### src/rtl/core/rhh_pkg.sv
`timescale 1ns / 1ps
package rhh_pkg;

  localparam int CH_W  = 8;
  localparam int NUM_W = 18;
  localparam int DEN_W = 9;
  localparam int Q_W   = 9;

  localparam logic [2:0] ADDR_MODE = 3'd0;

  typedef enum logic {
    MODE_HSV = 1'b0,
    MODE_HSL = 1'b1
  } mode_t;

  typedef struct packed {
    logic       grey;
    logic       neg;
    logic [8:0] level;
  } side_t;

endpackage

### src/rtl/core/rhh_div.sv
`timescale 1ns / 1ps
module rhh_div import rhh_pkg::*; (
  input  logic             clk,
  input  logic             en,
  input  logic [NUM_W-1:0] num,
  input  logic [DEN_W-1:0] den,
  output logic [Q_W-1:0]   quo
);

  logic [NUM_W-1:0] rem [Q_W];
  logic [DEN_W-1:0] dv  [Q_W];
  logic [Q_W-1:0]   q   [Q_W];

  for (genvar i = 0; i < Q_W; i++) begin : g_step
    localparam int K = Q_W - 1 - i;
    logic [NUM_W-1:0]     r_in;
    logic [DEN_W-1:0]     d_in;
    logic [Q_W-1:0]       q_in;
    logic [NUM_W+Q_W-1:0] sh;
    logic                 ge;
    logic [Q_W-1:0]       qn;
    if (i == 0) begin : g_first
      assign r_in = num;
      assign d_in = den;
      assign q_in = '0;
    end else begin : g_next
      assign r_in = rem[i-1];
      assign d_in = dv[i-1];
      assign q_in = q[i-1];
    end
    assign sh = {{(NUM_W+Q_W-DEN_W){1'b0}}, d_in} << K;
    assign ge = {{Q_W{1'b0}}, r_in} >= sh;
    always_comb begin
      qn    = q_in;
      qn[K] = ge;
    end
    always_ff @(posedge clk) begin
      if (en) begin
        rem[i] <= ge ? r_in - sh[NUM_W-1:0] : r_in;
        dv[i]  <= d_in;
        q[i]   <= qn;
      end
    end
  end

  assign quo = q[Q_W-1];

endmodule

### src/rtl/core/rgb_to_hsv_hsl.sv
`timescale 1ns / 1ps
// Channel  | Signals                          | Direction
// pixel in | valid, ready, red, green, blue   | into the block
// result   | out_valid, out_ready, hue,       | out of the block
//          | saturation, level                |
// config   | psel, penable, pwrite, paddr,    | APB register port
//          | pwdata, prdata, pready           |
// One beat enters per clock unless a held result beat stalls the pipeline.
// The depth is an input register plus two nine-stage restoring dividers side by side.
// Reset clears the mode register to HSV and empties the pipeline.
// When the result beat is held, the whole pipeline stalls in place.
module rgb_to_hsv_hsl import rhh_pkg::*; (
  input  logic             clk,
  input  logic             rst,
  input  logic             valid,
  output logic             ready,
  input  logic [CH_W-1:0]  red,
  input  logic [CH_W-1:0]  green,
  input  logic [CH_W-1:0]  blue,
  output logic             out_valid,
  input  logic             out_ready,
  output logic [8:0]       hue,
  output logic [7:0]       saturation,
  output logic [8:0]       level,
  input  logic             psel,
  input  logic             penable,
  input  logic             pwrite,
  input  logic [2:0]       paddr,
  input  logic [31:0]      pwdata,
  output logic [31:0]      prdata,
  output logic             pready
);

  mode_t mode;
  logic  en;
  logic  vld [Q_W+1];
  side_t side [Q_W+1];

  logic [CH_W-1:0]  mx, mn, d;
  logic [10:0]      m;
  logic [8:0]       sum, sden;
  logic [NUM_W-1:0] hnum, snum, hnum_r, snum_r;
  logic [DEN_W-1:0] hden, sden2, hden_r, sden_r;
  logic [Q_W-1:0]   hq, sq;
  side_t            side_next;

  assign pready = 1'b1;
  assign prdata = (paddr == ADDR_MODE) ? {31'd0, mode} : 32'd0;

  always_ff @(posedge clk) begin
    if (rst) begin
      mode <= MODE_HSV;
    end else if (psel && penable && pwrite && paddr == ADDR_MODE) begin
      mode <= mode_t'(pwdata[0]);
    end
  end

  assign en    = !vld[Q_W] || out_ready;
  assign ready = en;

  always_comb begin
    if (red > green) begin
      mx = red;
      mn = green;
    end else begin
      mx = green;
      mn = red;
    end
    if (blue > mx) begin
      mx = blue;
    end else if (blue < mn) begin
      mn = blue;
    end
    d   = mx - mn;
    sum = {1'b0, mx} + {1'b0, mn};
    priority if (mx == red) begin
      m = (green >= blue) ? {3'd0, green - blue} : {3'd0, blue - green};
    end else if (mx == green) begin
      m = {2'd0, d, 1'b0} + {3'd0, blue} - {3'd0, red};
    end else begin
      m = {1'b0, d, 2'b0} + {3'd0, red} - {3'd0, green};
    end
    hnum = {7'd0, m} * 18'd120 + {10'd0, d};
    if (mode == MODE_HSV) begin
      sden = {1'b0, mx};
    end else begin
      sden = (sum >= 9'd255) ? 9'd510 - sum : sum;
    end
    snum  = {10'd0, d} * 18'd510 + {9'd0, sden};
    hden  = (d == '0) ? 9'd2 : {d, 1'b0};
    sden2 = (d == '0) ? 9'd2 : {sden[7:0], 1'b0};
    side_next.grey  = (d == '0);
    side_next.neg   = (mx == red) && (green < blue);
    side_next.level = (mode == MODE_HSV) ? {1'b0, mx} : sum;
  end

  always_ff @(posedge clk) begin
    if (en) begin
      hnum_r  <= hnum;
      snum_r  <= snum;
      hden_r  <= hden;
      sden_r  <= sden2;
      side[0] <= side_next;
    end
  end

  always_ff @(posedge clk) begin
    if (rst) begin
      vld[0] <= 1'b0;
    end else if (en) begin
      vld[0] <= valid;
    end
  end

  for (genvar i = 0; i < Q_W; i++) begin : g_pipe
    always_ff @(posedge clk) begin
      if (rst) begin
        vld[i+1] <= 1'b0;
      end else if (en) begin
        vld[i+1] <= vld[i];
      end
    end
    always_ff @(posedge clk) begin
      if (en) begin
        side[i+1] <= side[i];
      end
    end
  end

  rhh_div u_hue_div (
    .clk (clk),
    .en  (en),
    .num (hnum_r),
    .den (hden_r),
    .quo (hq)
  );

  rhh_div u_sat_div (
    .clk (clk),
    .en  (en),
    .num (snum_r),
    .den (sden_r),
    .quo (sq)
  );

  assign out_valid = vld[Q_W];
  assign level     = side[Q_W].level;

  always_comb begin
    if (side[Q_W].grey) begin
      hue        = '0;
      saturation = '0;
    end else begin
      hue        = (side[Q_W].neg && hq != '0) ? 9'd360 - hq : hq;
      saturation = sq[7:0];
    end
  end

  a_hue_range: assert property (@(posedge clk) disable iff (rst)
    out_valid |-> hue < 9'd360) else $error("hue out of range");

  a_grey_sat: assert property (@(posedge clk) disable iff (rst)
    (out_valid && side[Q_W].grey) |-> saturation == '0) else $error("grey beat saturated");

  a_enter: assert property (@(posedge clk) disable iff (rst)
    (valid && ready) |=> vld[0]) else $error("accepted beat lost at entry");

endmodule
### config.mk
export PLATFORM = sky130hd
export DESIGN_NAME = rgb_to_hsv_hsl
export DESIGN_NICKNAME = d
export VERILOG_FILES = /design/src/rtl/core/rhh_pkg.sv /design/src/rtl/core/rhh_div.sv /design/src/rtl/core/rgb_to_hsv_hsl.sv
export SDC_FILE = /design/constraint.sdc
export NUM_CORES = 2
export LEC_CHECK = 0
export CAP_MARGIN = 15
export CORE_UTILIZATION = 35
export DETAILED_ROUTE_END_ITERATION = 12
export DONT_BUFFER_PORTS = 1
export GPL_TIMING_DRIVEN = 0
export SLEW_MARGIN = 5
export SYNTH_ARGS = -nofsm -noshare
export SYNTH_HDL_FRONTEND = slang
export SYNTH_HIERARCHICAL = 1
export SYNTH_SLANG_ARGS = --single-unit
### constraint.sdc
create_clock -name clk -period 58.8 [get_ports clk]
set_clock_uncertainty 0.1 [all_clocks]
set_input_delay 2.94 -clock clk [delete_from_list [all_inputs] [get_ports clk]]
set_output_delay 2.94 -clock clk [all_outputs]
set_load 0.005 [all_outputs]
==> results.json <==
{
  "io_pins": 127,
  "num_vias": 24015,
  "htree_levels": 3,
  "top_usage_layer": "met2",
  "clockBufferDepth": 3,
  "avgSynthCellArea_um2": 12.0,
  "grt_use_met1": 0.142,
  "grt_pass1_wl_um": 119000,
  "crit_arrival_ns": 15.87,
  "postCtsSetupBuffers": 0,
  "tightestPinTransition_ns": 1.13,
  "start_util": 0.353,
  "grt_pass1_vias": 24594,
  "drv_slew": 0,
  "setup_viol_count_final": 0,
  "fin_setup_tns_ns": 0,
  "finalCritPeriodShare": 0.266,
  "synthCells": 3316,
  "gp_congestion": 0.925,
  "grtUsageTotal": 0.125,
  "maxSlewHeadroom": 0.239,
  "yosysWarnings": 6,
  "clkSinkCount": 685,
  "core-area_mm2": 0.112,
  "area_growth_pct": 11.9,
  "drcViolationCount": 0,
  "crit_top_cell": "a21oi_1",
  "min_path_type": "reg -> reg",
  "met2_usage": 0.232,
  "final_nets": 3888,
  "finalCriticalPeriod_ns": 15.62,
  "ff2ff_path_depth": 18,
  "num_rows": 123,
  "grt_overflow": 0,
  "cts_tree": "done",
  "whs_path_depth": 0,
  "die-area_mm2": 0.115,
  "worstSetupEndpointType": "flop",
  "die_h_um": 339,
  "wirelength_um": 71500,
  "slowest_delay_ns": 0.84,
  "grtUsageMet3": 0.0214,
  "cts_resized": 0,
  "startpoint_type": "primary input",
  "cts-buffers-inserted": 74,
  "antenna_found_initial": 0,
  "drive_above_1_share": 0.0875,
  "drt-wirelength-per-cell_um": 14.3,
  "antenna_left": 0,
  "drtPass1Iterations": 5,
  "antenna-diode-count": 0,
  "die_w_um": 339,
  "first_iter_violations": 1230,
  "vias_per_cell": 4.81,
  "cts-root-buf": "clkbuf_16",
  "fmax_mhz": 64.0,
  "synthesis.area_mm2": 0.0397,
  "outcome": "completed",
  "insertion_delay_ns": 0.62,
  "rsz0062_at_grt": "no",
  "crit_path_top_delay_cell": "a21oi_1",
  "grt_max_degree": 72,
  "dp_hpwl_um": 54700,
  "io_buffers": 0,
  "hold_viol_final": 0,
  "cts_hold_buf": 0,
  "critical_path_class": "in -> reg",
  "worstPathMaxFanout": 10,
  "clkSlewWorstSetupHoldPaths_ns": 0.06,
  "critPathRequiredTime_ns": 59.05,
  "drv_cap": 0
}
## stage by stage
stage           util  instances  hold WS [ns]  cell area [um^2]  setup slack (ns)
2_1_floorplan      -       3350         0.300             39800             36.72
3_3_place_gp   0.371       4850         0.302             41700             31.20
3_5_place_dp   0.374       4862         0.305             42000             42.63
4_1_cts        0.395       4996         0.313             44400             43.26
5_1_grt        0.395       4997         0.313             44400             42.32
6_report       0.395       4997         0.312             44400             43.18
## metal layers
| metal | share of wire | vias up |
|---|---|---|
| li1 | - | 12249 |
| met1 | 0.42 | 11245 |
| met2 | 0.51 | 374 |
| met3 | 0.039 | 147 |
| met4 | 0.032 | 0 |
| met5 | 0 | - |
## cell usage in the layout, fill, tap and decap left out, drive strengths merged, types with 47 or more instances in the layout
cell type	count
edfxtp	684
inv	375
ha	303
a21oi	212
nor2	203
xnor2	156
nand2	155
o21ai	149
clkbuf	108
xor2	94
fa	80
buf	76
nor3	61
mux2	58
mux2i	54
a21o	48
nor2b	47
## cell type report
cell class | count | area [um^2]
repair buffers | 13 | 315
well taps | 1500 | 1880
fillers | 10594 | 68100
inverters | 375 | 1410
flip-flops and latches | 685 | 20600
clock inverters | 45 | 483
multi-input cells | 2208 | 17300
plain buffers | 82 | 537
clock buffers | 89 | 1910
## flip-flops by register name, indices dropped and copies added, names as in the netlist, 8 cells and up
register,flops
hnum_r,18
sden_r,8
hden_r,8
u_hue_div/q,45
u_sat_div/dv,72
side,109
u_sat_div/q,36
snum_r,18
u_hue_div/dv,72
u_sat_div/rem,144
u_hue_div/rem,144
vld,10
## worst paths after layout
check / from / endpoint / slack [ns]
setup / recovery: red[1] / hnum_r[16]$_DFFE_PN_ / 43.18
hold / removal: u_sat_div/q[0][16]$_DFFE_PP_ / u_sat_div/q[0][25]$_DFFE_PP_ / 0.31
setup reg to reg: mode$_SDFFE_PP0P_ / snum_r[15]$_DFFE_PN_ / 54.69
hold reg to reg: u_sat_div/q[0][16]$_DFFE_PP_ / u_sat_div/q[0][25]$_DFFE_PP_ / 0.31
## critical path: cells and delay by family
family	cells	cell delay (ns)
AOI/OAI and AO/OA	17	5.24
xor gates and xnor gates	3	0.54
buffers and inverters	6	1.21
adders and majority gates	8	3.62
and+or+nand+nor	11	2.05
muxes	1	0.26
Power is left out: the tool's default activity adds up to more than one toggle a clock period on the data nets, which glitch-free logic cannot reach.
